<file path="src/hw/rtl/vdi_pkg.sv">
package vdi_pkg;

  localparam int unsigned TABLE_DEPTH = 1024;
  localparam int unsigned CNT_W       = $clog2(TABLE_DEPTH + 1);
  localparam int unsigned COORD_W     = 32;
  localparam int unsigned KEY_W       = 3 * COORD_W;
  localparam int unsigned VIDX_W      = 11;
  localparam int unsigned SLOT_W      = 2;

  typedef logic [COORD_W-1:0] coord_t;
  typedef logic [KEY_W-1:0]   key_t;
  typedef logic [CNT_W-1:0]   cnt_t;
  typedef logic [VIDX_W-1:0]  vidx_t;
  typedef logic [SLOT_W-1:0]  slot_t;

  localparam coord_t NEG_ZERO  = {1'b1, {(COORD_W-1){1'b0}}};
  localparam slot_t  SLOT_FIRST = slot_t'(0);
  localparam slot_t  SLOT_LAST  = slot_t'(2);

  typedef struct packed {
    logic  vld;
    key_t  key;
    logic  found;
    logic  is_new;
    cnt_t  index;
    slot_t slot;
  } query_t;

  function automatic coord_t fold_zero(coord_t v);
    return (v == NEG_ZERO) ? coord_t'(0) : v;
  endfunction

  function automatic vidx_t to_vidx(cnt_t v);
    return vidx_t'(v);
  endfunction

endpackage

</file>
<file path="src/hw/rtl/vdi_cell.sv">
module vdi_cell (
  input  logic            clk,
  input  logic            rst_n,
  input  logic            advance,
  input  vdi_pkg::cnt_t   cell_idx,
  input  vdi_pkg::cnt_t   count,
  input  vdi_pkg::query_t q_in,
  output vdi_pkg::query_t q_out,
  output logic            ins
);

  vdi_pkg::key_t   key_r;
  vdi_pkg::query_t q_r;
  vdi_pkg::query_t q_nxt;
  logic            occupied;
  logic            hit;
  logic            take;

  assign occupied = (cell_idx < count);
  assign hit      = q_in.vld && !q_in.found && occupied && (key_r == q_in.key);
  assign take     = q_in.vld && !q_in.found && (cell_idx == count);
  assign ins      = advance && take;

  always_comb begin
    q_nxt = q_in;
    if (hit || take) begin
      q_nxt.found  = 1'b1;
      q_nxt.is_new = take;
      q_nxt.index  = cell_idx + vdi_pkg::cnt_t'(1);
    end
  end

  always_ff @(posedge clk) begin
    if (ins) begin
      key_r <= q_in.key;
    end
  end

  always_ff @(posedge clk) begin
    if (!rst_n) begin
      q_r.vld <= 1'b0;
    end else if (advance) begin
      q_r <= q_nxt;
    end
  end

  assign q_out = q_r;

endmodule

</file>
<file path="config.mk">
export PLATFORM = sky130hd
export DESIGN_NAME = vdi_cell
export DESIGN_NICKNAME = d
export VERILOG_FILES = /design/src/hw/rtl/vdi_pkg.sv /design/src/hw/rtl/vdi_cell.sv
export SDC_FILE = /design/constraint.sdc
export NUM_CORES = 1
export LEC_CHECK = 0
export ABC_AREA = 0
export BUFFER_PORTS_ARGS = -buffer_cell sky130_fd_sc_hd__buf_2
export CORE_MARGIN = 3
export CORE_UTILIZATION = 50
export DETAILED_ROUTE_END_ITERATION = 12
export GPL_TIMING_DRIVEN = 0
export MAX_ROUTING_LAYER = met4
export PLACE_DENSITY = 0.78
export SYNTH_ARGS = -nofsm -noshare
export SYNTH_HDL_FRONTEND = slang
export SYNTH_SLANG_ARGS = --single-unit
export TNS_END_PERCENT = 10
</file>
<file path="constraint.sdc">
create_clock -name clk -period 16.6 [get_ports clk]
set_input_delay 3.32 -clock clk [delete_from_list [all_inputs] [get_ports clk]]
set_output_delay 3.32 -clock clk [all_outputs]
set_load 0.02 [all_outputs]
</file>
# ---- Word level (Yosys, flattened, before mapping)
# Cells that the tools add are included.
# Widths: inputs -> output; s select.
dict set report classes {
  n_lt_le_gt_ge 1
  n_addsub 1
  eq_ne 2
  n_reduce_logical 8
  mux 1
}
# operator count
set op_table {}
lappend op_table {{$eq 96x96->1} 1}
lappend op_table {{$mux 12} 1}
lappend op_table {{$add 11x1->11 const B} 1}
lappend op_table {{$eq 11x11->1} 1}
lappend op_table {{$lt 11x11->1} 1}
lappend op_table {{$logic_and 1x1->1} 5}
lappend op_table {{$reduce_and 2->1} 1}
lappend op_table {{$logic_not 1->1} 1}
lappend op_table {{$logic_or 1x1->1} 1}
dict set report totals {
  out_inout_bits 113
  in_bits 137
  ff_bits 208
  wordCells 20
}

# ---- Depth between registers and ports, before layout
# Gate-level depths: netlist of the first run.
dict set report depth {
  word_depth 6
  mapped_depth 10
  depth_no_buf 9
}

# ---- Worst setup path before layout of the first run
# Ideal clock, no wire load.
dict set report synth_path {
  kind {input -> output}
  start {input count[10]}
  end {output ins}
  cell_stages 5
  required_ps 13280
  n_path_buf 0
  slack_ps 6611
  arrival_time_ps 6669
  path_cell_list {inv_1 ha_1 nand4_1 nor4_1 and2_1}
}
dict set report synth_via {
  elab_chain_len 3
}
# element line_no
set synth_rtl {}
lappend synth_rtl {{from (decl)} vdi_cell.sv:6} ;# input vdi_pkg::cnt_t count,
lappend synth_rtl {{$eq 11x11->1} vdi_cell.sv:21} ;# assign take = q_in.vld && !q_in.found && (cell_idx == count);
lappend synth_rtl {{$logic_and 1x1->1} vdi_cell.sv:21}
lappend synth_rtl {{$logic_and 1x1->1} vdi_cell.sv:22} ;# assign ins = advance && take;
lappend synth_rtl {{to (decl)} vdi_cell.sv:9} ;# output logic ins
# No other way between the ends.

# ---- Worst setup path in the final report of the first run
dict set report layout_path {
  start {input cell_idx[10]}
  end {output ins}
}
dict set report layout_via {
  elab_chain_len 3
}
# element line_no
set layout_rtl {}
lappend layout_rtl {{from (decl)} vdi_cell.sv:5} ;# input vdi_pkg::cnt_t cell_idx,
lappend layout_rtl {{$eq 11x11->1} vdi_cell.sv:21}
lappend layout_rtl {{$logic_and 1x1->1} vdi_cell.sv:21}
lappend layout_rtl {{$logic_and 1x1->1} vdi_cell.sv:22}
# No other way between the ends.

==> impl_metrics.json, run 1 <==
{
  "seq_area_frac_synth_pct": 75.3,
  "via_per_inst": 5.08,
  "tritoncts": "built",
  "dp_hpwl_mm": 13.4,
  "power_mw": 1.21,
  "crit_type": "input port to output port",
  "drc": 0,
  "die_h_um": 135,
  "finClkSkew_ns": 0.00807,
  "drt_first_pass_iters": 4,
  "diodes": 0,
  "hold_violations": 0,
  "clk_path_buf_depth": 3,
  "syn-instance-count": 466,
  "p_int_mw": 0.950,
  "wl_mm": 18.0,
  "final_cell_mix": "249 x buf_2, 207 x edfxtp_1, 42 x xnor2_1",
  "clkPwrFrac_pct": 41.7,
  "required_ns": 13.28,
  "maxSlewHeadroom_pct": 36.8,
  "multi_input_area_mm2": 0.00192,
  "wl_per_cell_um": 18.5,
  "root_buffer": "clkbuf_16",
  "grt_pass1_wl_mm": 27.8,
  "power_density_mw_per_mm2": 114,
  "place_inst": 933,
  "irDropWorstVdd_uv": 93.7,
  "num_vias": 4945,
  "grt_max_degree": 62,
  "io_buffers": 249,
  "cts-resized-gates": 0,
  "chipWidth_um": 135,
  "sw_frac_of_total_pct": 21.4,
  "drive_above_1_share_pct": 41.3,
  "fin_tns_setup_ns": 0,
  "p_sw_mw": 0.258,
  "start_util_pct": 51.6,
  "avgSynthCellArea_um2": 17.8,
  "cp-end-kind": "output port",
  "seq_power_share_pct": 49.9,
  "syn_nets": 615,
  "nets": 890,
  "synth_cell_types": 41,
  "cts.clk_slew.worst_paths_ns": 0.06,
  "clock_sinks": 208,
  "worst_slew_pin_slew_ns": 0.924,
  "antenna_found_initial": 0,
  "cap_violations": 0,
  "routabilityCongestion": 0.795,
  "post-cts-setup-buffers": 0,
  "crit_path_start_kind": "input port",
  "clk_latency_ns": 0.49,
  "fp-row-count": 46,
  "die-area_mm2": 0.0181,
  "core_mm2": 0.0161,
  "fmaxAchievable_mhz": 112,
  "seqCellArea_mm2": 0.00624,
  "finalSetupViolCount": 0,
  "drt_iter0_markers": 276,
  "power_frac_comb_pct": 8.4,
  "slew_viol_final": 0,
  "synth_seq_cells": 208,
  "ys_warn_count": 0,
  "final_cells": 973,
  "worstPathArrival_ns": 5.58,
  "drtAntennaViolNets": 0,
  "hold_class": "flip-flop to flip-flop",
  "hold_buffers": 0,
  "layout_commonest_cell": "buf_2",
  "fillers": 1111,
  "hold_slack_ns": 0.530,
  "grt.overflow.total": 0,
  "period_share_pct": 53.6,
  "cp_max_fo": 45,
  "area_growth_pct": 28.2,
  "final.min_clock_period_ns": 8.90,
  "status": "completed",
  "boundaryPins": 250,
  "htreeDepth": 1,
  "cts_buffers": 22,
  "grt_usage_pct": 20.1,
  "power_leakage_nw": 4.11,
  "rsz0062_at_grt": "no",
  "grt_pass1_vias": 5304,
  "syn-cell-area_mm2": 0.00828
}
[routing by layer]
layer	wire [um]	track usage (%)	share of wire, %	up-vias
met1	7190	24.4	40	2381
met2	9090	34.5	50	199
met5	0	-	0	-
li1	-	-	-	2330
met3	1290	4.32	7.1	35
met4	459	5.54	2.5	0
[per-stage QoR]
| step | setup slack (ns) | util, % | area [um2] |
|---|---|---|---|
| after floorplan | 6.61 | - | 8280 |
| after global placement | 4.94 | 61.0 | 9790 |
| after detailed placement | 7.65 | 61.4 | 9850 |
| after CTS | 7.65 | 66.1 | 10600 |
| after global routing | 7.57 | 66.1 | 10600 |
| final | 7.70 | 66.1 | 10600 |
[power by group through the flow]
stage / clock [mW] / combinational, mW / sequential, mW
6_report: 0.504 / 0.101 / 0.603
5_1_grt: 0.534 / 0.109 / 0.605
4_1_cts: 0.515 / 0.102 / 0.603
3_5_place_dp: 0 / 0.102 / 0.614
3_3_place_gp: 0 / 0.0978 / 0.615
2_1_floorplan: 0 / 0.0244 / 0.641
[synth_stat cells]
cell type	count	area share (%)
edfxtp_1	207	75
xnor2_1	42	4.4
inv_1	31	1.4
nor2b_1	28	2.1
xor2_1	21	2.2
nand2b_1	16	1.2
nand4_1	14	1.1
ha_1	12	1.8
nor4_1	11	0.83
mux2_4	10	1.8
nand3_1	7	0.42
nand2_1	6	0.27
o2111ai_1	6	0.63
a2111oi_4	5	1.7
a2111oi_0	4	0.42
nor2_1	4	0.18
nor2b_4	4	0.67
o22ai_1	4	0.30
a2111o_1	3	0.41
a21oi_1	3	0.18
o221ai_1	3	0.32
and2_1	2	0.15
and2b_1	2	0.18
o21ai_0	2	0.12
or2b_1	2	0.18
or2b_2	2	0.21
a211oi_1	1	0.091
and2b_2	1	0.11
and3_1	1	0.076
buf_6	1	0.14
dfxtp_1	1	0.24
inv_2	1	0.045
mux2_1	1	0.14
mux2i_1	1	0.12
nor2_2	1	0.076
nor4_2	1	0.15
o2111a_1	1	0.14
o21a_1	1	0.091
o21bai_1	1	0.091
or3_2	1	0.091
or4_1	1	0.091
[critical path: stages]
cell,delay [ns]
buf_2,0.12
ha_1,0.30
nand4_1,0.18
nor4_1,0.66
and2_4,0.67
buf_2,0.28
[kinds of logic after synthesis]
family	after synthesis	share of synthesized area, %
xor+xnor	63	6.67
mux	12	2.07
compound gates	34	4.46
fa+ha+maj	12	1.81
buf+inv	33	1.59
simple gates	104	8.07
flops	208	75.3
[path summary, 6_finish.rpt]
path                                   start         end  slack [ns]  cells past startpoint
worst min register to register    q_out[111]  q_out[111]        0.53                      2
worst max register to register      key_r[6]    q_out[6]       13.24                      8
worst max-delay path            cell_idx[10]         ins        7.70                      6
worst min-delay path              q_out[111]  q_out[111]        0.53                      2
[state kept, by name, summed over array words and instances, names as in the netlist]
signal / flops
q_out: 112
key_r: 96
[area by class of cell]
cell class	count	share of cell area, %
plain buffers	1	0.106
clock buffers	24	5.46
clock inverters	16	1.65
inverters	32	1.13
multi-input cells	225	18.1
flip-flops and latches	208	58.8
well taps	216	2.55
repair buffers	251	12.3
(Power assumes the default switching activity.)
==> run 2, diff against run 1 <==
- ABC_AREA: 0 -> 1
- CORE_UTILIZATION: 50 -> 48
- PLACE_DENSITY: 0.78 -> 0.76
- clock period: 16.6 -> 8.01 ns (I/O delays scaled with it)
==> run 2 against run 1 <==
  * Non-clock buffer count rose by 2
  * Cell area up 15%
  * Clock skew shrank 0.0010 ns
  * Hold slack improved by 0.0074 ns
  * Core utilization shrank 4.0 points
  * Sequential share of layout area is 7.5 points lower
  * Sequential power is 110% higher
  * Die area increased by 20%
  * Final cell count grew 56%
  * First-iteration DRC count grew to 2.5 times the previous value
  * Critical endpoint unchanged
  * Largest cell class unchanged
  * Largest power group unchanged
==> impl_metrics.json, run 2 <==
{
  "cp_max_fo": 16,
  "drc": 0,
  "dpl_cell_area_mm2": 0.0113,
  "post-cts-setup-buffers": 0,
  "maxSlewHeadroom_pct": 53.8,
  "cp-end-kind": "output port",
  "cts_buffers": 22,
  "synth-compound-area-share_pct": 0.882,
  "required_ns": 6.41,
  "grt_pass1_vias": 7200,
  "synth-xor-area-share_pct": 3.35,
  "synth.largest_area_cell": "edfxtp_1",
  "status": "completed",
  "clk_latency_ns": 0.50,
  "chipWidth_um": 148,
  "io_buffers": 249,
  "fp-row-count": 51,
  "crit_type": "input port to output port",
  "rr_startpoint": "key_r[59]",
  "synthFlopType": "edfxtp_1",
  "r2r_setup_slack_ns": 6.00,
  "synth.area.mux_share_pct": 0,
  "seqCellArea_mm2": 0.00624,
  "irDropWorstVdd_uv": 157,
  "syn-instance-count": 957,
  "finClkSkew_ns": 0.00707,
  "final_util_pct": 62.1,
  "cts-resized-gates": 0,
  "synth_top_family_by_area": "simple AND/OR/NAND/NOR gates",
  "design_area_mm2": 0.0122,
  "worst_slew_pin_slew_ns": 0.694,
  "crit_path_start": "cell_idx[10]",
  "wl_mm": 23.6,
  "cap_violations": 0,
  "layout_commonest_cell": "nand2_1",
  "hold_violations": 0,
  "synth_edf_count": 207,
  "antenna_found_initial": 1,
  "num_vias": 7280,
  "syn-cell-area_mm2": 0.00965,
  "synth-simple-area-share_pct": 21.6,
  "worstSetupEndpoint": "ins",
  "drt_first_pass_iters": 5,
  "dp_hpwl_mm": 18.5,
  "tritoncts": "built",
  "rsz0062_at_grt": "no",
  "synth_fa_ha_area_share_pct": 1.56,
  "multi_input_area_mm2": 0.00265,
  "yosysMostFrequentCell": "nand2_1",
  "period_share_pct": 65.9,
  "dp_worst_setup_slack_ns": 2.73,
  "largest_reg_flops": 112,
  "hold_slack_ns": 0.538,
  "power_leakage_nw": 5.68,
  "power_mw": 2.64,
  "final_cell_mix": "302 x nand2_1, 249 x buf_2, 207 x edfxtp_1",
  "yosysTopAreaCellShare_pct": 64.4,
  "cts.clk_slew.worst_paths_ns": 0.06,
  "grt.overflow.total": 0,
  "ys_top_cells_by_area": "edfxtp_1 64%, nand2_1 12%, inv_1 7.7%",
  "place_inst": 1475,
  "fin_tns_setup_ns": 0,
  "root_buffer": "clkbuf_16",
  "drive_above_1_share_pct": 25.4,
  "clock_sinks": 208,
  "clk_path_buf_depth": 3,
  "yosys-top-cells-count": "302 x nand2_1, 207 x edfxtp_1, 199 x inv_1",
  "grt_pass1_wl_mm": 37.0,
  "fmaxAchievable_mhz": 190,
  "reg2reg_depth": 12,
  "core_mm2": 0.0196,
  "start_util_pct": 49.2,
  "slew_viol_final": 0,
  "synth-async-reset-ratio_pct": 0,
  "boundaryPins": 250,
  "r2r-end": "q_out[11]",
  "grt_usage_pct": 22.2,
  "htreeDepth": 1,
  "ys_warn_count": 0,
  "final_cells": 1516,
  "crit_path_start_kind": "input port",
  "fillers": 1597,
  "hold_buffers": 0,
  "wl_per_cell_um": 15.6,
  "synth_cell_types": 30,
  "die_h_um": 148,
  "hold_class": "flip-flop to flip-flop",
  "synth_seq_cells": 208,
  "grt_max_degree": 59,
  "routabilityCongestion": 0.893,
  "area_growth_pct": 26.0,
  "via_per_inst": 4.80,
  "avgSynthCellArea_um2": 10.1,
  "die-area_mm2": 0.0218,
  "finalSetupViolCount": 0,
  "drt_iter0_markers": 694,
  "final.min_clock_period_ns": 5.28,
  "nets": 1383,
  "drtAntennaViolNets": 0,
  "seq_area_frac_synth_pct": 64.6,
  "worst_slack_ns": 2.73,
  "syn_nets": 1106,
  "worstPathArrival_ns": 3.67,
  "power_density_mw_per_mm2": 217
}
run 2: where the power goes:
group	leakage [nW]	switching (mW)	total, mW	internal, mW
combinational	3.37	0.163	0.245	0.0820
clock	0.392	0.427	1.15	0.719
sequential	1.91	0.00771	1.25	1.24
run 2: worst min path at each step:
stage | startpoint | end | slack, ns | cells past startpoint
floorplan | q_out[111] | q_out[111] | 0.61 | 2
global placement | q_out[111] | q_out[111] | 0.52 | 2
detailed placement | q_out[111] | q_out[111] | 0.53 | 2
CTS | q_out[111] | q_out[111] | 0.54 | 2
global route | q_out[111] | q_out[111] | 0.59 | 2
finish | q_out[111] | q_out[111] | 0.54 | 2
run 2: logic make-up (layout without fill, tap and decap cells):
kind of cell | count (synthesis) | count (layout)
and+or+nand+nor | 479 | 479
adders and majority gates | 12 | 12
AOI/OAI and AO/OA | 16 | 16
other | 0 | 1
buffers and inverters | 206 | 499
DFF | 208 | 208
xor gates and xnor gates | 36 | 36
run 2: cell type report:
| class | instances | area share (%) |
|---|---|---|
| Antenna cell | 1 | 0.0206 |
| Buffer | 1 | 0.0309 |
| Clock buffer | 24 | 4.76 |
| Clock inverter | 16 | 2.03 |
| Inverter | 205 | 6.35 |
| Multi-Input combinational cell | 543 | 21.8 |
| Sequential cell | 208 | 51.3 |
| Tap cell | 265 | 2.73 |
| Timing Repair Buffer | 253 | 11.0 |
run 2: worst max-delay path, stage by stage:
cell	delay (ns)
buf_2	0.12
ha_1	0.32
nand4_1	0.20
nor2_2	0.24
nand4_4	0.16
clkbuf_1	0.29
nor2_4	0.48
buf_2	0.26
run 2: routing by layer:
| metal | part of all wire (%) | wire (um) | global-route usage, % |
|---|---|---|---|
| met1 | 41 | 9740 | 28.6 |
| met2 | 47 | 11200 | 36.5 |
| met3 | 8.1 | 1920 | 3.71 |
| met4 | 3.3 | 775 | 6.99 |
| met5 | 0 | 0 | - |
